`src/hdl/bbem_pkg.sv`:
```
`timescale 1ns / 1ps
// ----------------------------------------------------------------------------
// bbem_pkg
// Shared constants, register map and controller/datapath interface types of
// the box blur block.
// ----------------------------------------------------------------------------
package bbem_pkg;

	localparam int DEF_MAX_WIDTH  = 64;
	localparam int DEF_MAX_HEIGHT = 64;
	localparam int DEF_MAX_RADIUS = 15;

	localparam int CH_W   = 8;
	localparam int PIX_W  = 3 * CH_W;
	localparam int ADDR_W = 5;
	localparam int DATA_W = 32;

	// register field widths
	localparam int FW_WIDTH    = 7;
	localparam int FW_HEIGHT   = 7;
	localparam int FW_RADIUS   = 4;
	localparam int FW_CHANNELS = 2;

	localparam logic [2:0] REG_FRAME_WIDTH   = 3'd0;
	localparam logic [2:0] REG_FRAME_HEIGHT  = 3'd1;
	localparam logic [2:0] REG_BLUR_RADIUS   = 3'd2;
	localparam logic [2:0] REG_EDGE_MODE     = 3'd3;
	localparam logic [2:0] REG_CHANNEL_COUNT = 3'd4;

	localparam logic       OP_PUSH        = 1'b0;
	localparam logic       EDGE_REPLICATE = 1'b0;
	localparam logic [1:0] CH_COLOUR      = 2'd3;

	typedef struct packed {
		logic accept;
		logic win_init;
		logic fold_load;
		logic fold_axis_y;
		logic fold_step;
		logic store_sy;
		logic store_sx;
		logic rd_en;
		logic acc;
		logic div_load;
		logic div_step;
		logic out_load;
	} bbem_cmd_t;

	typedef struct packed {
		logic ready;
		logic fold_done;
		logic row_done;
		logic win_done;
		logic div_done;
		logic out_free;
	} bbem_sts_t;

endpackage

```
`src/hdl/bbem_regs.sv`:
```
`timescale 1ns / 1ps
// ----------------------------------------------------------------------------
// bbem_regs
// Configuration register file on the APB-style port; saturates sizes into
// range and flags a frame restart on every write to a defined register.
// ----------------------------------------------------------------------------
module bbem_regs
	import bbem_pkg::*;
#(
	parameter int MAX_WIDTH  = DEF_MAX_WIDTH,
	parameter int MAX_HEIGHT = DEF_MAX_HEIGHT,
	parameter int MAX_RADIUS = DEF_MAX_RADIUS,
	localparam int XW = $clog2(MAX_WIDTH + 1),
	localparam int YW = $clog2(MAX_HEIGHT + 1),
	localparam int RW = $clog2(MAX_RADIUS + 1)
) (
	input  logic              clk,
	input  logic              arst_n,
	input  logic              psel,
	input  logic              penable,
	input  logic              pwrite,
	input  logic [ADDR_W-1:0] paddr,
	input  logic [DATA_W-1:0] pwdata,
	output logic [DATA_W-1:0] prdata,
	output logic              pready,
	output logic [XW-1:0]     width,
	output logic [YW-1:0]     height,
	output logic [RW-1:0]     radius,
	output logic              mirror,
	output logic [1:0]        channels,
	output logic              restart
);

	logic [XW-1:0] width_q;
	logic [YW-1:0] height_q;
	logic [RW-1:0] radius_q;
	logic          mirror_q;
	logic [1:0]    channels_q;
	logic          wr;
	logic [2:0]    idx;

	function automatic int clamp_i(input int v, input int hi);
		int r;
		r = v;
		if (r < 1) r = 1;
		if (r > hi) r = hi;
		return r;
	endfunction

	assign pready = 1'b1;
	assign wr     = psel & penable & pwrite;
	assign idx    = paddr[ADDR_W-1:2];

	always_comb begin
		restart = 1'b0;
		prdata  = '0;
		case (idx)
			REG_FRAME_WIDTH: begin
				restart = wr;
				prdata  = DATA_W'(width_q);
			end
			REG_FRAME_HEIGHT: begin
				restart = wr;
				prdata  = DATA_W'(height_q);
			end
			REG_BLUR_RADIUS: begin
				restart = wr;
				prdata  = DATA_W'(radius_q);
			end
			REG_EDGE_MODE: begin
				restart = wr;
				prdata  = DATA_W'(mirror_q);
			end
			REG_CHANNEL_COUNT: begin
				restart = wr;
				prdata  = DATA_W'(channels_q);
			end
			default: begin
				restart = 1'b0;
				prdata  = '0;
			end
		endcase
	end

	always_ff @(posedge clk or negedge arst_n) begin
		if (!arst_n) begin
			width_q    <= XW'(clamp_i(64, MAX_WIDTH));
			height_q   <= YW'(clamp_i(64, MAX_HEIGHT));
			radius_q   <= RW'(clamp_i(1, MAX_RADIUS));
			mirror_q   <= EDGE_REPLICATE;
			channels_q <= 2'd1;
		end else if (wr) begin
			case (idx)
				REG_FRAME_WIDTH:
					width_q <= XW'(clamp_i(int'(pwdata[FW_WIDTH-1:0]), MAX_WIDTH));
				REG_FRAME_HEIGHT:
					height_q <= YW'(clamp_i(int'(pwdata[FW_HEIGHT-1:0]), MAX_HEIGHT));
				REG_BLUR_RADIUS:
					radius_q <= RW'(clamp_i(int'(pwdata[FW_RADIUS-1:0]), MAX_RADIUS));
				REG_EDGE_MODE:     mirror_q   <= pwdata[0];
				REG_CHANNEL_COUNT: channels_q <= pwdata[FW_CHANNELS-1:0];
				default: ;
			endcase
		end
	end

	assign width    = width_q;
	assign height   = height_q;
	assign radius   = radius_q;
	assign mirror   = mirror_q;
	assign channels = channels_q;

endmodule

```
`config.mk`:
```
export PLATFORM = sky130hd
export DESIGN_NAME = bbem_regs
export DESIGN_NICKNAME = d
export VERILOG_FILES = /design/src/hdl/bbem_pkg.sv /design/src/hdl/bbem_regs.sv
export SDC_FILE = /design/constraint.sdc
export NUM_CORES = 1
export LEC_CHECK = 0
export ABC_AREA = 1
export CORE_ASPECT_RATIO = 2
export CORE_MARGIN = 2
export CORE_UTILIZATION = 30
export DETAILED_ROUTE_END_ITERATION = 8
export DONT_BUFFER_PORTS = 1
export PLACE_DENSITY = 0.42
export SYNTH_ARGS = -nofsm -noshare
export SYNTH_HDL_FRONTEND = slang
export SYNTH_SLANG_ARGS = --single-unit
```
`constraint.sdc`:
```
create_clock -name clk -period 0.8 [get_ports clk]
set_input_delay 0.12 -clock clk [delete_from_list [all_inputs] [get_ports clk]]
set_output_delay 0.12 -clock clk [all_outputs]
set_load 0.005 [all_outputs]
```
-- Word level (Yosys, flattened, before mapping)
Cells that the tools add are included.
- equal/unequal tests: 4
- bitwise logic cells: 2
- multiplexer cells: 13
- $lt $le $gt $ge: 5
- reduce and logical (&&, ||, !) cells: 7
- operators with widths (kind ; count):
    two-way mux 32 bit ; 6
    greater-than comparator 32 x 8 -> 1 bit (second input constant) ; 2
    case mux 7 bit (5 select lines) ; 1
    greater-than comparator 32 x 5 -> 1 bit (second input constant) ; 1
    two-way mux 7 bit ; 3
    AND reduction 2 bit ; 5
    two-way mux 4 bit ; 2
    < comparator 7 x 1 -> 1 bit (second input constant) ; 1
    == test 3 x 2 -> 1 bit (second input constant) ; 2
    OR reduction 5 bit ; 1
    < comparator 4 x 1 -> 1 bit (second input constant) ; 1
    == test 3 x 1 -> 1 bit (second input constant) ; 1
    == test 3 bit (second input constant) ; 1
    logical NOT 3 bit ; 1
    bitwise AND 1 bit ; 2
    two-way mux 1 bit ; 1
- bits of input ports: 42
- bits in registers: 21

-- Logic depth before layout (Yosys ltp)
Gate-level depths: netlist (run 1).
- depth in word-level cells: 6
- mapped depth: 7
- mapped depth without buffers: 7

-- Worst setup path after synthesis (run 1)
No wires, ideal clock.
- path kind: flip-flop to output port
- from: register height_q[6], in the netlist height[6]
- to: output prdata[6]
- slack: -53 ps
- data required time: 680 ps
- arrival time: 733 ps
- cell stages (with the launch flop): 3
- path through: dfstp_2 inv_1 o22ai_1
- word-level cells in the longest chain between the ends: 1
- RTL lines (item ; line ; text):
    from (decl) ; bbem_regs.sv:35 ; logic [YW-1:0] height_q;
    from (signal assigned) ; bbem_regs.sv:88 ; height_q <= YW'(clamp_i(64, MAX_HEIGHT));
    from (signal assigned) ; bbem_regs.sv:97 ; height_q <= YW'(clamp_i(int'(pwdata[FW_HEIGHT-1:0]), MAX_HEIGHT));
    case mux 7 bit (5 select lines) ; bbem_regs.sv:57 ; case (idx)
    to (decl) ; bbem_regs.sv:24 ; output logic [DATA_W-1:0] prdata,
Every way passes these cells.

-- Worst setup path after layout (run 1)
- from: register channels_q[0], in the netlist channels[0]
- to: output prdata[0]
- word-level cells in the longest chain between the ends: 1
- RTL lines (item ; line ; text):
    from (decl) ; bbem_regs.sv:38 ; logic [1:0] channels_q;
    from (signal assigned) ; bbem_regs.sv:101 ; REG_CHANNEL_COUNT: channels_q <= pwdata[FW_CHANNELS-1:0];
    case mux 7 bit (5 select lines) ; bbem_regs.sv:57 ;
Every way passes these cells.

==> metrics, run 1 <==
status=finished with violations; failing checks=negative hold slack, negative setup slack; DRC=0; 1st-pass router iterations=4; #FFs+latches synth=21; Worst-Skew Late Latency=0.26 ns; R2R Path Start=channels[0]; Final setup viols=30; FF-to-FF setup slack=-0.12 ns; antenna viol nets, final=0; placed cells=264; reg2reg end=channels[0]; cell breakdown of the critical path=nand2_2 > nand2_2 > inv_2 > nand2_2; total number of vias=1237; Starting Density=0.314; Worst Setup SP=channels[0]; Final Wtd Congestion=0.864; CP max FO=2; number of DRC markers in iteration 0=11; Post-synth ARST share=1.00; PnR worst setup slack=-0.351 ns; max-slew violation count=0; wire per inst=13.8 um; WP data required=0.68 ns; share of cells above drive strength 1=0.426; fmax=0.869 GHz; largest net degree at the start of global routing=22; yosys warns=0; VDD IR max=0.00105 V; startpoint types=flip-flop; WP data arrival=1.03 ns; post-DR vias/cell=4.36; FP Rows=34; Tot GR Track Use=0.165; hold-fix buffers at CTS=6; grt total ovfl=0; Main synth FF type=dfrtp_1; final wirelength=3.93 mm; Final Cycle Share=1.44; TritonCTS clock tree=done; critical path's slowest cell=dfstp_2; number of synthesized flops with an enable pin=0; Max-slew headroom=0.630; CTS clk-pin slew, worst paths=0.08 ns; n_diodes=0; worst min-delay path class=in2async; initial antenna violation count=0; Top Ports=97; clk buf depth=2; mapped cell area=0.00138 mm2; Layout Cells excl Fill=284; Leak=1.04 nW; final hold slack=-0.173 ns; Pwr Density=1740 mW/mm2; first-pass GRT wire length=6.41 mm; die area=0.00517 mm2; library cells used by synthesis=28; Clock Skew=0 ns; RSZ-0062 raised after global routing=true; core footprint=0.00438 mm2; Num CTS Buffers=3; syn_area_per_cell=7.90 um2; worst slew pin tran=0.555 ns; synthesized netlist cell count=174; nets@finish=273; DP HPWL=3.11 mm; # Max-Cap Violations=0; Final min period=1.15 ns; clk sink count=21; critical path endpoint category=primary output; cell mode on critical path=nand2_2; CP Class=reg2out; Crit path largest cell delay=0.56 ns; Area Overhead vs Synth=42.3%; final hold violation count=17; Die W=51.9 um; clk root buf=clkbuf_8; die height=99.7 um; Register-to-Register Path Depth=4; H-tree Lvls=1; post-synthesis sequential area ratio=0.386; vias in the first global route=1329; port bufs=0
## cells in the final DEF (no fill, tap or decap), drive strengths merged
cell type,count
conb,26
clkbuf,5
nor3,3
o22ai,3
buf,49
dlygate4sd3,5
nand4,1
dfrtp,17
a21oi,3
nor2,9
nand3,6
nand2,52
inv,29
a22o,1
dfstp,4
and2,1
o21ai,14
o211ai,2
## power by group
| group | total, W | switching [W] | internal (W) |
|---|---|---|---|
| clock network | 0.000722 | 0.000366 | 0.000356 |
| registers | 0.00147 | 0.000179 | 0.00129 |
| logic | 0.00120 | 0.000484 | 0.000720 |
## logic make-up after synthesis
| family | count (synthesis) | synth area share |
|---|---|---|
| DFF | 21 | 0.386 |
| AOI/OAI and AO/OA | 23 | 0.104 |
| other | 2 | 0.00546 |
| and+or+nand+nor | 72 | 0.276 |
| buffers and inverters | 56 | 0.229 |
## per-layer routing
layer | up-vias | share of wire | global-route usage
met2 | 45 | 0.61 | 0.329
met3 | 5 | 0.052 | 0.0240
li1 | 600 | - | -
met4 | 0 | 0.012 | 0.0425
met5 | - | 0 | 0
met1 | 587 | 0.33 | 0.167
## metrics by stage
| stage | instance area [um2] | utilization | setup WS [ns] | total power [W] | TNS (ns) |
|---|---|---|---|---|---|
| global placement | 1650 | 0.377 | -0.131 | 0.00224 | -2.45 |
| floorplan | 1470 | - | -0.0444 | 0.00190 | -0.131 |
| finish | 1960 | 0.447 | -0.351 | 0.00340 | -5.02 |
| global route | 1960 | 0.447 | -0.409 | 0.00361 | -6.04 |
| detailed placement | 1650 | 0.377 | -0.156 | 0.00226 | -2.92 |
| CTS | 1890 | 0.432 | -0.372 | 0.00330 | -11.86 |
## sequential cells by signal, indices dropped and copies added (netlist names)
name / flops
height: 7
width: 7
radius: 4
channels: 2
mirror: 1
## worst max-delay path: cells and delay by family, from the launching register on
kind	cells	cell delay [ns]
and+or+nand+nor	3	0.18
DFF	1	0.56
buffers and inverters	1	0.03
## cell type report
type	count	area, um2
tap	54	67.6
timing repair buffer	55	538
inverter	29	109
clock buffer	4	45.0
sequential	21	531
multi-input combinational	121	667
fill	481	2420
## cells in the mapped netlist (2+ instances only)
library cell | n | area, um2
a21oi_1 | 3 | 15.0
buf_4 | 26 | 195
conb_1 | 2 | 7.51
dfrtp_1 | 17 | 425
dfstp_2 | 4 | 105
inv_1 | 23 | 86.3
inv_2 | 6 | 22.5
nand2_1 | 45 | 169
nand2_2 | 6 | 37.5
nand3_1 | 3 | 15.0
nand3_4 | 2 | 35.0
nor2_1 | 7 | 26.3
o211ai_1 | 2 | 15.0
o21ai_0 | 6 | 30.0
o21ai_1 | 4 | 20.0
o21ai_2 | 4 | 35.0
o22ai_1 | 3 | 18.8
## how the worst max path moves through the flow
stage | cells after the start | slack [ns] | to
final | 4 | -0.35 | prdata[0]
after global routing | 4 | -0.41 | prdata[0]
after CTS | 1 | -0.37 | mirror
after global placement | 6 | -0.13 | radius[1]
after detailed placement | 7 | -0.16 | radius[2]
after floorplan | 4 | -0.04 | prdata[0]
## timing repair
action,4_1_cts,5_1_grt
endpoints found under the setup margin,30,56
buffers inserted,6,6
resized for setup,28,18
pin swaps,11,6
endpoints found under the hold margin,28,17
Power figures use the tool's default switching activity.
==> run 2: changes to the inputs <==
- HOLD_SLACK_MARGIN: default -> 0.12
==> run 2 against run 1 <==
Critical path depth did not move. Register-to-register slack about the same. Die area did not move. Routed wire length grew 1.0%. Global-route usage shrank 0.060 points. The flow still finishes with violations (negative hold slack, negative setup slack). Sequential power about the same. Non-clock buffer count increased by 2. Fmax is 0.72% higher. Clock-buffer cell count stayed put. Sequential share of layout area shrank 0.43 points. Worst hold slack about the same. Critical endpoint unchanged. First-iteration DRC count up 36%.
==> metrics, run 2 (synthesis gave the netlist of run 1 again) <==
status=finished with violations; failing checks=negative hold slack, negative setup slack; die area=0.00517 mm2; Starting Density=0.314; M3 GR Usage=0.0240; DRC=0; die height=99.7 um; Pwr Density=1710 mW/mm2; GR Util met1=0.168; total number of vias=1269; clk sink count=21; Buf+Inv Stages, Crit Path=1; clk buf depth=2; grt total ovfl=0; WP data required=0.68 ns; WP data arrival=1.02 ns; worst min-delay path class=in2async; final core occ=0.454; CTS clk-pin slew, worst paths=0.08 ns; GRT Max-Usage Layer=met2; # Max-Cap Violations=0; port bufs=0; n_diodes=0; core footprint=0.00438 mm2; P_sw=0.00103 W; antenna viol nets, final=0; cell breakdown of the critical path=nand2_2 > nand2_2 > inv_2 > nand2_2; CP max FO=2; Comb pwr share=0.358; hold-fix buffers at CTS=8; internal power=0.00238 W; post-route setup TNS=-5.01 ns; most frequent cells in the layout=nand2_1, conb_1, buf_6; filler cell count=479; delay-heaviest family, CP=flip-flops; VDD IR max=0.00105 V; wire per inst=13.9 um; PnR worst setup slack=-0.342 ns; largest net degree at the start of global routing=22; final hold slack=-0.173 ns; Final min period=1.14 ns; startpoint types=flip-flop; number of DRC markers in iteration 0=15; 1st-pass router iterations=4; first-pass GRT wire length=6.39 mm; share of cells above drive strength 1=0.435; critical path endpoint category=primary output; Final Cycle Share=1.43; switch share=0.303; Leak=1.07 nW; Area Overhead vs Synth=44.6%; Max-slew headroom=0.628; initial antenna violation count=0; met2 global-route usage=0.326; cell mode on critical path=nand2_2; FP Rows=34; Tot GR Track Use=0.165; vias in the first global route=1326; R2R Path Start=channels[0]; Top Ports=97; final wirelength=3.97 mm; Seq pwr share=0.431; post-DR vias/cell=4.44; Die W=51.9 um; RSZ-0062 raised after global routing=true; Final Wtd Congestion=0.864; DP HPWL=3.11 mm; critical path's slowest cell=dfstp_2; Num CTS Buffers=3; TritonCTS clock tree=done; most common cell after layout, fill and taps aside=nand2_1; clk root buf=clkbuf_8; Register-to-Register Path Depth=4; max-slew violation count=0; fmax=0.875 GHz; nets@finish=275; final hold violation count=17; worst slew pin tran=0.558 ns; Clock Skew=0 ns; Crit path largest cell delay=0.55 ns; Worst-Skew Late Latency=0.26 ns; FF-to-FF setup slack=-0.12 ns; CP Class=reg2out; part of the power in the clock network=0.210; reg2reg end=channels[0]; H-tree Lvls=1; Final setup viols=29
run 2: how the worst max path moves through the flow:
stage                            from   endpoint  slack (ns)  depth (start not counted)
after CTS                      arst_n     mirror       -0.37                          1
after global routing      channels[0]  prdata[0]       -0.41                          4
after detailed placement     paddr[3]  radius[2]       -0.16                          7
final                     channels[0]  prdata[0]       -0.34                          4
after global placement       paddr[3]  radius[1]       -0.13                          6
after floorplan             radius[0]  prdata[0]       -0.04                          4
run 2: layout make-up:
class                      count  area, um2  area share
multi-input combinational    121        673       0.339
timing repair buffer          57        563       0.283
clock buffer                   4       45.0      0.0227
sequential                    21        531       0.267
tap                           54       67.6      0.0340
inverter                      29        109      0.0548
run 2: stage by stage:
stage / cells / setup slack (ns) / power, W / instance area [um2] / hold slack (ns)
CTS: 282 / -0.372 / 0.00331 / 1910 / 0.0852
global route: 286 / -0.409 / 0.00362 / 1990 / -0.128
detailed placement: 264 / -0.156 / 0.00226 / 1650 / -0.175
finish: 286 / -0.342 / 0.00341 / 1990 / -0.173
global placement: 264 / -0.131 / 0.00224 / 1650 / -0.175
floorplan: 198 / -0.0444 / 0.00190 / 1470 / -0.176
run 2: what timing repair did:
item | 4_1_cts | 5_1_grt
endpoints found under the setup margin | 30 | 66
setup buffers | 6 | 6
pin swaps | 11 | 6
gates cloned | 0 | 0
endpoints found under the hold margin | 36 | 17
resized for setup | 28 | 24
run 2: power groups by stage:
stage	logic [W]	clock network [W]	registers, W
after CTS	0.00110	0.000742	0.00147
after global placement	0.000777	0	0.00146
after detailed placement	0.000795	0	0.00146
after global routing	0.00134	0.000782	0.00150
final	0.00122	0.000717	0.00147
after floorplan	0.000450	0	0.00145
run 2: routing by layer:
layer	vias to the layer above	routed length [um]
met2	46	2400
met5	-	0
li1	607	-
met1	610	1320
met4	0	57
met3	6	200
==> run 3: changes to the inputs <==
==> constraint.sdc (replaced) <==
create_clock -name clk -period 0.8 [get_ports clk]
set_input_delay 0.04 -clock clk [delete_from_list [all_inputs] [get_ports clk]]
set_output_delay 0.04 -clock clk [all_outputs]
set_load 0.005 [all_outputs]
==> run 3 against run 2 <==
The run still ends with negative hold slack, negative setup slack left. Routed wire length down 7.9%. Sequential cell count stayed put. Register-to-register slack improved by 0.10 ns. Global-route usage shrank 1.1 points. Clock power is 1% higher. Final area shrank 8.1%. Combinational power down 21%. Fmax rose by 6.9%. Largest cell class unchanged. Critical path type unchanged. Clock skew unchanged. Die area is the same. First-iteration DRC count decreased by 13%.
==> metrics, run 3 (synthesis gave the netlist of run 1 again) <==
Num CTS Buffers=3; routed wl met3=245 um; clk root buf=clkbuf_8; wire per inst=13.6 um; die area=0.00517 mm2; Crit path largest cell delay=0.55 ns; die height=99.7 um; post-place setup slack=-0.0840 ns; CP Class=reg2out; failing checks=negative hold slack, negative setup slack; 1st-pass router iterations=4; fmax=0.936 GHz; initial antenna violation count=0; n_diodes=0; Area Overhead vs Synth=32.9%; cell breakdown of the critical path=nand2_2 > nand2_2 > nor2_2 > nand2_2; VDD IR max=0.00129 V; # Max-Cap Violations=0; Starting Density=0.314; Max-slew headroom=0.344; Final min period=1.07 ns; post-DR vias/cell=4.35; final hold violation count=18; most frequent cells in the layout=nand2_1, conb_1, dfrtp_1; DRC=0; Leak=0.989 nW; status=finished with violations; Pwr Density=1730 mW/mm2; largest net degree at the start of global routing=22; RSZ-0062 raised after global routing=true; port bufs=0; first-pass GRT wire length=5.95 mm; Layout Cells excl Fill=268; share of cells above drive strength 1=0.388; H-tree Lvls=1; post-route setup TNS=-2.60 ns; Buf+Inv Stages, Crit Path=0; Clock Skew=0 ns; number of DRC markers in iteration 0=13; hold-fix buffers at CTS=8; TritonCTS clock tree=done; worst min-delay path class=in2reg; CTS clk-pin slew, worst paths=0.09 ns; PnR worst setup slack=-0.268 ns; antenna viol nets, final=0; met2 wire length=2.17 mm; nets@finish=257; startpoint types=flip-flop; Worst-Skew Late Latency=0.26 ns; grt total ovfl=0; Die W=51.9 um; WP data arrival=1.03 ns; Top Ports=97; critical path endpoint category=primary output; most common cell after layout, fill and taps aside=nand2_1; max-slew violation count=0; WP data required=0.76 ns; FP Rows=34; Tot GR Track Use=0.154; top layer used by detailed routing=met4; placed cells=249; Final Cycle Share=1.34; final hold slack=-0.122 ns; delay-heaviest family, CP=flip-flops; vias in the first global route=1208; worst slew pin tran=0.983 ns; core footprint=0.00438 mm2; clk sink count=21; CP max FO=3; final wirelength=3.66 mm; Final setup viols=19; total number of vias=1167; post-route design area=0.00183 mm2; Post-DP Area=0.00153 mm2; Final Wtd Congestion=0.816; cell mode on critical path=nand2_2; WL met1=1.18 mm; clk buf depth=2; critical path's slowest cell=dfstp_2; DP HPWL=2.90 mm
==> run 3: final timing paths <==
| kind | start | end | slack [ns] | cells past startpoint |
|---|---|---|---|---|
| setup / recovery | radius[0] | prdata[0] | -0.27 | 4 |
| hold / removal | pwdata[2] | radius[2] | -0.12 | 2 |
| setup reg to reg | height[0] | height[0] | -0.02 | 4 |
| hold reg to reg | channels[0] | channels[0] | 0.47 | 2 |
| min in group asynchronous | arst_n | radius[2] | -0.08 | 1 |
| max in group asynchronous | arst_n | mirror | 0.28 | 1 |
==> run 3: cell type report <==
| cell class | instances | area [um2] |
|---|---|---|
| Fill cell | 463 | 2550 |
| Multi-Input combinational cell | 121 | 672 |
| Sequential cell | 21 | 531 |
| Timing Repair Buffer | 39 | 403 |
| Inverter | 29 | 109 |
| Tap cell | 54 | 67.6 |
| Clock buffer | 3 | 41.3 |
| Clock inverter | 1 | 5.00 |
==> run 3: metrics by stage <==
stage / total power (W) / utilization
after floorplan: 0.00190 / -
after global placement: 0.00212 / 0.350
after detailed placement: 0.00214 / 0.350
after CTS: 0.00308 / 0.397
after global routing: 0.00337 / 0.417
final: 0.00317 / 0.417
==> run 3: power breakdown <==
group          internal [W]  switching, W
sequential          0.00129      0.000191
clock              0.000348      0.000376
combinational      0.000533      0.000428
total               0.00217      0.000995
==> run 3: repair_timing <==
action | CTS | global route
gates resized for setup | 17 | 26
hold endpoints to repair | 42 | 21
setup endpoints to repair | 19 | 53
pin swaps | 15 | 11
setup buffers | 3 | 4
gates cloned | 0 | 0
==> run 3: worst reg2reg max path, cell delays in order (launching register included) <==
cell     delay, ns
dfrtp_1       0.40
buf_6         0.13
buf_6         0.10
nand2_1       0.05
nand2_1       0.05
==> run 3: routing by layer <==
| metal | vias up | GRT usage |
|---|---|---|
| met5 | - | 0 |
| met4 | 0 | 0.0486 |
| met2 | 44 | 0.290 |
| met1 | 554 | 0.156 |
| met3 | 7 | 0.0390 |
| li1 | 562 | - |
