<file path="config.mk">
export PLATFORM = sky130hd
export DESIGN_NAME = bbem_ctrl
export DESIGN_NICKNAME = d
export VERILOG_FILES = /design/src/hdl/bbem_pkg.sv /design/src/hdl/bbem_ctrl.sv
export SDC_FILE = /design/constraint.sdc
export NUM_CORES = 1
export LEC_CHECK = 0
export ABC_AREA = 1
export BUFFER_PORTS_ARGS = -buffer_cell sky130_fd_sc_hd__buf_4
export CAP_MARGIN = 10
export CORE_AREA = 2 2 39 41
export DETAILED_ROUTE_END_ITERATION = 10
export DIE_AREA = 0 0 41 43
export GPL_TIMING_DRIVEN = 0
export PLACE_DENSITY_LB_ADDON = 0.05
export SYNTH_ARGS = -nofsm -noshare
export SYNTH_HDL_FRONTEND = slang
export SYNTH_SLANG_ARGS = --single-unit
</file>
<file path="constraint.sdc">
create_clock -name clk -period 1.36 [get_ports clk]
set_clock_uncertainty 0.2 [all_clocks]
set_input_delay 0.34 -clock clk [delete_from_list [all_inputs] [get_ports clk]]
set_output_delay 0.34 -clock clk [all_outputs]
set_load 0.005 [all_outputs]
</file>
<file path="src/hdl/bbem_pkg.sv">
`timescale 1ns / 1ps
// ----------------------------------------------------------------------------
// bbem_pkg
// Shared constants, register map and controller/datapath interface types of
// the box blur block.
// ----------------------------------------------------------------------------
package bbem_pkg;

	localparam int DEF_MAX_WIDTH  = 64;
	localparam int DEF_MAX_HEIGHT = 64;
	localparam int DEF_MAX_RADIUS = 15;

	localparam int CH_W   = 8;
	localparam int PIX_W  = 3 * CH_W;
	localparam int ADDR_W = 5;
	localparam int DATA_W = 32;

	// register field widths
	localparam int FW_WIDTH    = 7;
	localparam int FW_HEIGHT   = 7;
	localparam int FW_RADIUS   = 4;
	localparam int FW_CHANNELS = 2;

	localparam logic [2:0] REG_FRAME_WIDTH   = 3'd0;
	localparam logic [2:0] REG_FRAME_HEIGHT  = 3'd1;
	localparam logic [2:0] REG_BLUR_RADIUS   = 3'd2;
	localparam logic [2:0] REG_EDGE_MODE     = 3'd3;
	localparam logic [2:0] REG_CHANNEL_COUNT = 3'd4;

	localparam logic       OP_PUSH        = 1'b0;
	localparam logic       EDGE_REPLICATE = 1'b0;
	localparam logic [1:0] CH_COLOUR      = 2'd3;

	typedef struct packed {
		logic accept;
		logic win_init;
		logic fold_load;
		logic fold_axis_y;
		logic fold_step;
		logic store_sy;
		logic store_sx;
		logic rd_en;
		logic acc;
		logic div_load;
		logic div_step;
		logic out_load;
	} bbem_cmd_t;

	typedef struct packed {
		logic ready;
		logic fold_done;
		logic row_done;
		logic win_done;
		logic div_done;
		logic out_free;
	} bbem_sts_t;

endpackage

</file>
<file path="src/hdl/bbem_ctrl.sv">
`timescale 1ns / 1ps
// ----------------------------------------------------------------------------
// bbem_ctrl
// Sequencer: takes one request; if an output is ready, walks the window
// (fold row, fold column, read, accumulate), divides, hands the result over.
// ----------------------------------------------------------------------------
module bbem_ctrl
	import bbem_pkg::*;
(
	input  logic      clk,
	input  logic      arst_n,
	input  logic      item_valid,
	output logic      item_stall,
	input  bbem_sts_t sts,
	output bbem_cmd_t cmd
);

	typedef enum logic [3:0] {
		S_IDLE, S_CHECK, S_FY_LOAD, S_FY_RUN, S_FX_LOAD, S_FX_RUN,
		S_READ, S_ACC, S_DLOAD, S_DIV, S_OUT
	} state_t;

	state_t state_q, state_d;
	logic   stall_q;

	always_comb begin
		cmd     = '0;
		state_d = state_q;
		case (state_q)
			S_IDLE: begin
				if (item_valid && !stall_q) begin
					cmd.accept = 1'b1;
					state_d    = S_CHECK;
				end
			end
			S_CHECK: begin
				if (sts.ready) begin
					cmd.win_init = 1'b1;
					state_d      = S_FY_LOAD;
				end else begin
					state_d = S_IDLE;
				end
			end
			S_FY_LOAD: begin
				cmd.fold_load   = 1'b1;
				cmd.fold_axis_y = 1'b1;
				state_d         = S_FY_RUN;
			end
			S_FY_RUN: begin
				if (sts.fold_done) begin
					cmd.store_sy = 1'b1;
					state_d      = S_FX_LOAD;
				end else begin
					cmd.fold_step = 1'b1;
				end
			end
			S_FX_LOAD: begin
				cmd.fold_load = 1'b1;
				state_d       = S_FX_RUN;
			end
			S_FX_RUN: begin
				if (sts.fold_done) begin
					cmd.store_sx = 1'b1;
					state_d      = S_READ;
				end else begin
					cmd.fold_step = 1'b1;
				end
			end
			S_READ: begin
				cmd.rd_en = 1'b1;
				state_d   = S_ACC;
			end
			S_ACC: begin
				cmd.acc = 1'b1;
				if (!sts.row_done) begin
					state_d = S_FX_LOAD;
				end else if (!sts.win_done) begin
					state_d = S_FY_LOAD;
				end else begin
					state_d = S_DLOAD;
				end
			end
			S_DLOAD: begin
				cmd.div_load = 1'b1;
				state_d      = S_DIV;
			end
			S_DIV: begin
				if (sts.div_done) begin
					state_d = S_OUT;
				end else begin
					cmd.div_step = 1'b1;
				end
			end
			S_OUT: begin
				// hold until the output register frees up
				if (sts.out_free) begin
					cmd.out_load = 1'b1;
					state_d      = S_IDLE;
				end
			end
			default: state_d = S_IDLE;
		endcase
	end

	always_ff @(posedge clk or negedge arst_n) begin
		if (!arst_n) begin
			state_q <= S_IDLE;
			stall_q <= 1'b0;
		end else begin
			state_q <= state_d;
			stall_q <= (state_d != S_IDLE);
		end
	end

	assign item_stall = stall_q;

endmodule

</file>
==> Yosys cells after proc, flatten, opt, wreduce, memory -nomap -nowiden <==
Index checks and enable logic that the tools add are counted.
{ "totals": {"regBits": 5, "latchBits": 0, "ramBits": 0, "romBits": 0, "word_cells": 45, "mem_count": 0} }
{ "op_classes": {"addsub": 0, "mul": 0, "div": 0, "order_cmp": 0, "eq_ne": 10, "shifts": 0, "muxes": 27, "n_bitwise": 0, "n_reduce_logical": 6} }
{ "op_table": {"columns": ["operator", "count"], "rows": [
  ["4-bit case mux with 11 select lines", 1],
  ["4-bit 2-to-1 mux", 7],
  ["1-bit 2-to-1 mux", 18],
  ["4-bit by 3-bit equality test with 1-bit output, second input constant", 4],
  ["4-bit equality test, second input constant", 3],
  ["4-bit by 2-bit equality test with 1-bit output, second input constant", 2],
  ["4-bit by 1-bit equality test with 1-bit output, second input constant", 1],
  ["4-bit logical NOT", 1],
  ["4-bit nonzero test", 1],
  ["2-bit OR reduction", 2],
  ["2-bit 2-to-1 mux", 1],
  ["1-bit logical AND", 1],
  ["1-bit logical NOT", 1]
]} }

==> Logic depth before layout (Yosys ltp) <==
Gate-level depths: netlist of run 1.
{ "depth": {"depth_word": 5, "depth_mapped": 9, "mapped_depth_nobuf": 9} }

==> Least setup slack after synthesis of run 1 <==
Ideal clock, no wire load.
{ "synth_timing": {"path_kind": "reg-to-output", "from": "reg state_q[1]", "to": "out cmd[9] in the netlist's numbering", "t_arrival_ps": 982, "slack_ps": -162, "stages_incl_launch_ff": 6, "path_buffers": 0, "cell_sequence": "dfrtp_1 inv_1 nor2_1 inv_1 nor3_1 or2_2"} }
{ "synth_lines": {"columns": ["element", "line_no", "rtl"], "rows": [
  ["start: declaration", "bbem_ctrl.sv:23", "state_t state_q, state_d;"],
  ["start signal: assignment", "bbem_ctrl.sv:110", "state_q <= state_d;"],
  ["end: declaration", "bbem_ctrl.sv:15", "output bbem_cmd_t cmd"]
]} }

==> results.json, run 1 <==
{
  "synth_top_family_by_area": "simple AND/OR/NAND/NOR gates",
  "synth_cells": 75,
  "crit_buf_inv": 3,
  "worst_skew_pair.late_latency_ns": 0.24,
  "power_density_mw_per_mm2": 1770,
  "hold_path.class": "in2async",
  "fin_nets": 115,
  "synth_fa_ha_area_share_pct": 0,
  "netlist-cell-type-count": 15,
  "io_buffers": 21,
  "die_area_sq_mm": 0.00176,
  "cp_data_arrival_time_ns": 1.27,
  "synth_nets": 84,
  "finalHoldViolCount": 0,
  "netlist_area_sq_um": 423,
  "grt_usage_pct": 14.4,
  "worstMarginPinSlew_ns": 0.224,
  "numCtsBuffers": 3,
  "root_buffer": "clkbuf_4",
  "fin_area_sq_um": 739,
  "synth-main-ff-cell": "dfrtp_1",
  "path_clk_slew_ns": 0.04,
  "synth_top_area_share_pct": 29.6,
  "slowest_delay_ns": 0.43,
  "start_util_pct": 30.6,
  "drtPass1Iterations": 1,
  "drtIter0Drc": 0,
  "rsz0062_at_grt": "true",
  "cp_slowest_cell": "dfrtp_2",
  "gp_congestion": 0.722,
  "muxShareOfSynthArea_pct": 0,
  "row_count": 14,
  "hpwlAfterDp_um": 869,
  "die-height_um": 43,
  "final.min_clock_period_ns": 1.81,
  "antenna_cells": 0,
  "yosys.area_share.simple_pct": 46.7,
  "r2r_slack_ns": -0.13,
  "endpoint_kind": "primary output",
  "timing.slew.headroom_pct": 84.9,
  "cts_max_level": 1,
  "drv_cap": 0,
  "critPathMaxFanout": 4,
  "fillers": 154,
  "die_w_um": 41,
  "post-place-ws_ns": -0.299,
  "fin_crit_sh_pct": 133,
  "cts_tree": "built",
  "async_reset_ff_share_pct": 100,
  "io_pins": 22,
  "clockBufferDepth": 2,
  "synth_commonest_cells": "21 x inv_1, 16 x nand2_1, 13 x nor2_1",
  "placed_area_sq_um": 614,
  "path_cells": "inv_2, nor2_4, inv_2, nor3_4, or2_4, buf_6",
  "num_vias": 528,
  "critPathTopFamily": "flip-flops",
  "grt-ovfl-total": 0,
  "avgSynthCellArea_sq_um": 5.64,
  "synth_edf_count": 0,
  "fmax_mhz": 554,
  "setup_viol": 14,
  "ys_ff_latch": 5,
  "yosys.area.top_type": "dfrtp_1",
  "peakVddDrop_mv": 0.958,
  "yosysMostFrequentCell": "inv_1",
  "setup.worst_path.start_class": "register",
  "area_growth_pct": 74.9,
  "antenna_found_initial": 0,
  "yosysWarnings": 0,
  "route.antenna.remaining_nets": 0,
  "synth_compound_area_share_pct": 4.14,
  "vias_per_cell": 4.36,
  "grt_pass1_wl_mm": 1.70,
  "drt-total-wl_mm": 1.09,
  "cts.sinks": 5,
  "crit_top_cell": "inv_2",
  "crit_required_ns": 0.82,
  "path_class": "reg2out",
  "status": "finished, violations left",
  "post_route_cells_drive_above_1_share_pct": 47.6,
  "maxSlewViolCount": 0,
  "post_drt_wl_per_cell_um": 9.02,
  "synth_xor_area_share_pct": 0,
  "fin_ws_ns": -0.446,
  "hold_slack_ns": 0.240,
  "grt_max_degree": 8,
  "leakagePower_uw": 0.000460,
  "grt_pass1_vias": 454,
  "ys_seq_area_share_pct": 29.6,
  "drc": 0,
  "ys_top_cells_by_area": "dfrtp_1 30%, inv_1 19%, nand2_1 14%",
  "core_sq_mm": 0.00138,
  "violations": "negative setup slack"
}
where the power goes:
part	total, uW	leakage, uW	switching (uW)	internal (uW)
Sequential	333	0.0000562	111	222
Clock	168	0.0000150	57.6	111
Combinational	808	0.000389	416	391
Total	1310	0.000460	585	724
final timing paths:
check	startpoint	end	cells after the start
worst max-delay path	state_q[1]	cmd[9]	6
worst min-delay path	arst_n	state_q[1]	2
worst max register to register	state_q[1]	item_stall	9
worst min register to register	item_stall	state_q[0]	5
max in group asynchronous	arst_n	state_q[2]	2
min in group clk	sts[4]	state_q[0]	4
layer usage:
metal	track usage (%)	wire [um]	share of wire [%]	up-vias
met5	0	0	0	-
met4	10.0	17	1.6	0
li1	-	-	-	283
met2	21.6	533	49	14
met1	17.4	484	44	229
met3	3.14	57	5.2	2
timing repair:
action	in CTS	in global routing
pin swaps	2	0
hold endpoints to repair	5	0
resized for setup	16	6
buffers inserted	3	1
hold buffers	1	0
endpoints found under the setup margin	14	16
worst reg2reg max path: stages (launching register included):
cell and delay [ns]:
dfrtp_2 0.43, inv_2 0.08, nor2_4 0.04, buf_4 0.13, nand2_2 0.06, nand2_1 0.05, nor2_1 0.12, nand3_1 0.11
nor2_1 0.09, nand2_1 0.06
placed cells by master (no fill, tap or decap), drive strengths merged:
cell         instances
or2                  1
dlygate4sd3          1
nor2                14
nand2               17
clkbuf               4
nand3b               1
nand4                1
inv                 22
o211ai               1
buf                 25
nor4                 1
nor3                 2
o21ai                2
nand3                8
dfrtp                5
state kept, by name, indices dropped and copies added, names as in the netlist:
| name | count |
|---|---|
| state_q | 4 |
| item_stall | 1 |
cells by family after synthesis:
logic type / count (synthesis)
AND/OR/NAND/NOR: 45
AO/OA/AOI/OAI: 3
buffers and inverters: 22
flip-flops: 5
per-stage QoR:
stage | util, % | setup TNS, ns | total power [uW] | instances
after floorplan | - | -0.140 | 687 | 75
after global placement | 44.4 | -2.09 | 942 | 112
after detailed placement | 44.4 | -2.07 | 939 | 112
after CTS | 51.8 | -4.76 | 1280 | 120
after global routing | 53.4 | -5.83 | 1450 | 121
final | 53.4 | -4.46 | 1310 | 121
cell type report:
| type | count | area, sq um | share of cell area, % |
|---|---|---|---|
| Clock buffer | 4 | 26.3 | 3.55 |
| Tap cell | 16 | 20.0 | 2.71 |
| Multi-Input combinational cell | 48 | 269 | 36.4 |
| Timing Repair Buffer | 26 | 209 | 28.3 |
| Inverter | 22 | 85.1 | 11.5 |
| Sequential cell | 5 | 130 | 17.6 |
Power figures use the tool's default switching activity.
==> run 2, diff against run 1 <==
--- a/config.mk
+++ b/config.mk
@@ -8,9 +8,10 @@
 export ABC_AREA = 1
 export BUFFER_PORTS_ARGS = -buffer_cell sky130_fd_sc_hd__buf_4
 export CAP_MARGIN = 10
-export CORE_AREA = 2 2 39 41
+export CELL_PAD_IN_SITES_DETAIL_PLACEMENT = 1
+export CELL_PAD_IN_SITES_GLOBAL_PLACEMENT = 1
+export CORE_UTILIZATION = 24
 export DETAILED_ROUTE_END_ITERATION = 10
-export DIE_AREA = 0 0 41 43
 export GPL_TIMING_DRIVEN = 0
 export PLACE_DENSITY_LB_ADDON = 0.05
 export SYNTH_ARGS = -nofsm -noshare
==> run 2 against run 1 <==
The flow finishes with violations (design-rule violations, negative setup slack); core utilization fell by 2.8 points; die area rose by 9.7%; final cell count rose by 3.3%; sequential power rose by 8.4%.
==> results.json, run 2 (same netlist as run 1, synthesis figures left out) <==
{
  "status": "finished, violations left",
  "violations": "design-rule violations, negative setup slack",
  "grt_max_degree": 7,
  "drt-total-wl_mm": 1.45,
  "grt_pass1_wl_mm": 2.10,
  "fin_nets": 119,
  "setup_viol": 16,
  "final_common_cell": "buf_4",
  "fin_ws_ns": -0.497,
  "row_count": 14,
  "cts_tree": "built",
  "ff2ff_path_depth": 9,
  "antenna_cells": 0,
  "largest_reg_flops": 4,
  "hpwlAfterDp_mm": 1.03,
  "drtPass1Iterations": 8,
  "rsz0062_at_grt": "true",
  "timing.slew.headroom_pct": 86.7,
  "busiest_layer": "met2",
  "io_pins": 22,
  "use_met2_pct": 25.7,
  "gp_congestion": 0.735,
  "setup.worst_path.start_class": "register",
  "leakagePower_uw": 0.000484,
  "antenna_found_initial": 0,
  "layout.cells.non_filler": 125,
  "fmax_mhz": 538,
  "final.min_clock_period_ns": 1.86,
  "hold_path.class": "in2async",
  "cp_data_arrival_time_ns": 1.32,
  "core_sq_mm": 0.00158,
  "cts_max_level": 1,
  "fin_crit_sh_pct": 137,
  "top_register": "state_q",
  "root_buffer": "clkbuf_4",
  "die-height_um": 44.0,
  "num_vias": 569,
  "fillers": 215,
  "r2r_slack_ns": -0.25,
  "fin_util_pct": 50.6,
  "path_class": "reg2out",
  "drv_cap": 0,
  "timing.rr.start": "state_q[1]",
  "area_growth_pct": 88.8,
  "r2r_end": "item_stall",
  "path_clk_slew_ns": 0.04,
  "die_area_sq_mm": 0.00193,
  "numCtsBuffers": 3,
  "cts.sinks": 5,
  "grt-ovfl-total": 0,
  "grt_pass1_vias": 497,
  "post_drt_wl_per_cell_um": 11.6,
  "worst_skew_pair.late_latency_ns": 0.24,
  "dp_cells": 112,
  "peakVddDrop_mv": 1.01,
  "maxSlewViolCount": 0,
  "met1_usage_pct": 19.1,
  "critPathMaxFanout": 4,
  "route.antenna.remaining_nets": 0,
  "crit_required_ns": 0.82,
  "clockBufferDepth": 2,
  "start_util_pct": 26.8,
  "finalHoldViolCount": 0,
  "drc": 1,
  "endpoint_kind": "primary output",
  "vias_per_cell": 4.55,
  "drtIter0Drc": 8,
  "gr-usage-met3_pct": 1.67,
  "worstMarginPinSlew_ns": 0.198,
  "power_density_mw_per_mm2": 1900,
  "fin_setup_tns_ns": -5.39,
  "grt_usage_pct": 15.4,
  "die_w_um": 44.0,
  "post_route_cells_drive_above_1_share_pct": 53.2,
  "io_buffers": 21,
  "layout_common_cells": "26 x buf_4, 15 x inv_1, 14 x nand2_1, 7 x nand3_1"
}
-- run 2: cell count changes in the layout (fill, tap and decap cells not counted), moves of 3 or more --
cell	change
buf_4	+4
nor2_2	-4
inv_1	-3
inv_2	+3
nor2_4	+3
-- run 2: layout make-up --
cell class	instances	area (sq um)	area share, %
sequential	5	130	16.3
timing repair buffer	30	239	29.9
clock buffer	4	26.3	3.29
inverter	22	85.1	10.7
multi-input combinational	48	298	37.3
tap	16	20.0	2.51
-- run 2: routing by layer --
layer / wire [um] / share of wire [%] / up-vias
li1: - / - / 289
met5: 0 / 0 / -
met1: 635 / 44 / 263
met4: 24 / 1.7 / 0
met3: 45 / 3.1 / 2
met2: 742 / 51 / 15
-- run 2: worst max-delay path, stage by stage, from the launching register on --
cell and delay, ns:
dfrtp_2 0.46, inv_2 0.10, nor2_4 0.04, inv_2 0.09, nor3_4 0.04, or2_4 0.22, buf_6 0.11
-- run 2: repair_timing --
item,CTS,global route
endpoints found under the hold margin,5,0
setup endpoints to repair,16,16
cloned,0,0
resized for setup,13,17
pin swaps,1,3
hold buffers,1,0
buffers inserted,5,3
-- run 2: per-stage QoR --
step           power (uW)  hold slack (ns)  area, sq um  setup WS, ns
3_3_place_gp          952          -0.0567          614        -0.302
6_report             1510            0.226          798        -0.497
4_1_cts              1320            0.226          722        -0.459
3_5_place_dp          962          -0.0580          614        -0.324
5_1_grt              1650            0.221          798        -0.545
2_1_floorplan         687           -0.156          437       -0.0965
-- run 2: how the worst max path moves through the flow --
stage,start,endpoint,slack (ns),cells after the start
floorplan,state_q[1],cmd[9],-0.1,5
global placement,state_q[3],cmd[9],-0.30,5
detailed placement,state_q[3],cmd[9],-0.32,5
CTS,state_q[2],cmd[7],-0.46,6
global route,state_q[1],cmd[9],-0.54,6
finish,state_q[1],cmd[9],-0.50,6
-- run 2: power by group --
group / switching [uW] / leakage (uW) / total (uW) / internal, uW
logic: 487 / 0.000413 / 980 / 493
registers: 139 / 0.0000562 / 361 / 222
clock network: 62.8 / 0.0000150 / 174 / 111
==> run 3, diff against run 2 <==
--- a/config.mk
+++ b/config.mk
@@ -13,7 +13,7 @@
 export CORE_UTILIZATION = 24
 export DETAILED_ROUTE_END_ITERATION = 10
 export GPL_TIMING_DRIVEN = 0
-export PLACE_DENSITY_LB_ADDON = 0.05
+export PLACE_DENSITY_LB_ADDON = 0.2
 export SYNTH_ARGS = -nofsm -noshare
 export SYNTH_HDL_FRONTEND = slang
 export SYNTH_SLANG_ARGS = --single-unit
==> run 3 against run 2 <==
Clock power about the same; core utilization up 5.7 points; wire length up 21%; largest cell class unchanged; non-clock buffer count up 7; sequential share of layout area down 1.7 points; fmax down 1.4%; critical endpoint is now cmd[1]; final area up 11%; final cell count up 5.6%; via count up 7.4%; global-route usage up 2.2 points; critical path type unchanged; first-iteration DRC count down 50%; the run still ends with design-rule violations, negative setup slack left; combinational power up 20%; largest power group unchanged.
==> results.json, run 3 (same netlist as run 1, synthesis figures left out) <==
{
  "crit_buf_inv": 3,
  "grt-ovfl-total": 0,
  "layout_common_cells": "28 x buf_4, 15 x nand2_1, 13 x inv_1, 8 x buf_6, 7 x inv_2",
  "power_density_mw_per_mm2": 1920,
  "placed_area_sq_um": 614,
  "dp_cells": 112,
  "route.antenna.remaining_nets": 0,
  "crit_top_cell": "buf_4",
  "rsz0062_at_grt": "true",
  "cts_max_level": 1,
  "drtIter0Drc": 4,
  "drc": 1,
  "critPathTopFamily": "flip-flops",
  "grt_max_degree": 8,
  "antenna_cells": 0,
  "maxSlewViolCount": 0,
  "worstMarginPinSlew_ns": 0.255,
  "drtPass1Iterations": 9,
  "cts.sinks": 5,
  "largest_reg_flops": 4,
  "post_drt_wl_per_cell_um": 13.3,
  "setup.worst_path.start_class": "register",
  "hold_path.class": "in2async",
  "antenna_found_initial": 0,
  "violations": "design-rule violations, negative setup slack",
  "grt_pass1_vias": 570,
  "path_clk_slew_ns": 0.04,
  "post_route_cells_drive_above_1_share_pct": 59.5,
  "die-height_um": 44.0,
  "area_growth_pct": 110,
  "cts_tree": "built",
  "row_count": 14,
  "finalHoldViolCount": 0,
  "setup_viol": 16,
  "grt_usage_pct": 17.6,
  "layout.cells.non_filler": 132,
  "num_vias": 611,
  "fin_crit_sh_pct": 139,
  "multi_input_area_sq_um": 314,
  "die_w_um": 44.0,
  "die_area_sq_mm": 0.00193,
  "start_util_pct": 26.8,
  "grt_pass1_wl_mm": 2.42,
  "vias_per_cell": 4.63,
  "seq_area_sq_um": 130,
  "root_buffer": "clkbuf_4",
  "io_buffers": 21,
  "peakVddDrop_mv": 0.990,
  "cp_data_arrival_time_ns": 1.34,
  "gp_congestion": 0.739,
  "worst_skew_pair.late_latency_ns": 0.24,
  "drv_cap": 0,
  "core_sq_mm": 0.00158,
  "drt-total-wl_mm": 1.76,
  "cp_slowest_cell": "dfrtp_2",
  "fmax_mhz": 531,
  "fin_area_sq_um": 888,
  "path_cells": "buf_4, nor2_4, nand3b_1, inv_1, buf_4",
  "fillers": 206,
  "timing.slew.headroom_pct": 82.9,
  "clockBufferDepth": 2,
  "path_class": "reg2out",
  "final.min_clock_period_ns": 1.88,
  "top_register": "state_q",
  "fin_nets": 126,
  "io_pins": 22,
  "endpoint_kind": "primary output",
  "crit_required_ns": 0.82,
  "leakagePower_uw": 0.000514,
  "fin_ws_ns": -0.524,
  "slowest_delay_ns": 0.48,
  "hpwlAfterDp_mm": 1.02,
  "critPathMaxFanout": 7,
  "final_common_cell": "buf_4",
  "numCtsBuffers": 3,
  "hold_slack_ns": 0.246,
  "status": "finished, violations left",
  "fin_setup_tns_ns": -5.98
}
==> run 3: cell count changes in the layout (fill, tap and decap cells not counted) <==
| cell | change |
|---|---|
| buf_4 | +2 |
| nor2_2 | +1 |
| nor4_1 | +1 |
| buf_6 | +5 |
| nor2_1 | -1 |
| inv_4 | +1 |
| nand3_2 | +2 |
| nand3_4 | +1 |
| inv_2 | +1 |
| nor4_2 | -1 |
| nand3_1 | -3 |
| nand2_1 | +1 |
| nand2_2 | -1 |
| inv_1 | -2 |
==> run 3: path summary, 6_finish.rpt <==
check / start / end / slack (ns) / depth (start not counted)
max in group asynchronous: arst_n / state_q[3] / 0.59 / 2
setup reg to reg: state_q[2] / state_q[0] / -0.27 / 8
hold reg to reg: state_q[3] / state_q[2] / 0.50 / 3
setup / recovery: state_q[2] / cmd[1] / -0.52 / 5
hold / removal: arst_n / item_stall / 0.25 / 2
min in group clk: sts[3] / state_q[1] / 0.31 / 5
==> run 3: power by group <==
group,switching [uW],internal (uW),total (uW)
clock network,60.6,111,171
registers,134,222,356
logic,583,599,1180
total,778,932,1710
==> run 3: worst register-to-register path: cells and delay by family (launching register included) <==
kind                   cells  cell delay (ns)
buffers and inverters      4             0.49
flip-flops                 1             0.48
AND/OR/NAND/NOR            4             0.41
==> run 3: stage by stage <==
step                total power (uW)  utilization, %  worst slack, ns
finish                          1710            56.3           -0.524
global route                    1850            56.3           -0.590
CTS                             1360            47.7           -0.476
detailed placement               957            39.0           -0.303
global placement                 947            39.0           -0.285
floorplan                        687               -          -0.0965
==> run 3: layer usage <==
metal | vias to the layer above | share of wire [%] | global-route usage [%]
met5 | - | 0 | 0
met4 | 0 | 1.8 | 10.9
met3 | 4 | 2.8 | 2.50
met2 | 18 | 56 | 31.9
met1 | 285 | 39 | 19.0
li1 | 304 | - | -
==> run 3: layout make-up <==
type / count / share of cell area [%]
multi-input cells: 48 / 35.4
well taps: 16 / 2.25
flip-flops and latches: 5 / 14.6
repair buffers: 37 / 34.9
inverters: 22 / 9.86
clock buffers: 4 / 2.96
==> run 3: what timing repair did <==
action                     CTS  global route
setup endpoints to repair   15            16
hold endpoints to repair     5             0
pin swaps                    4             4
gates resized for setup     26            15
buffers inserted             4            11
hold buffers                 1             0
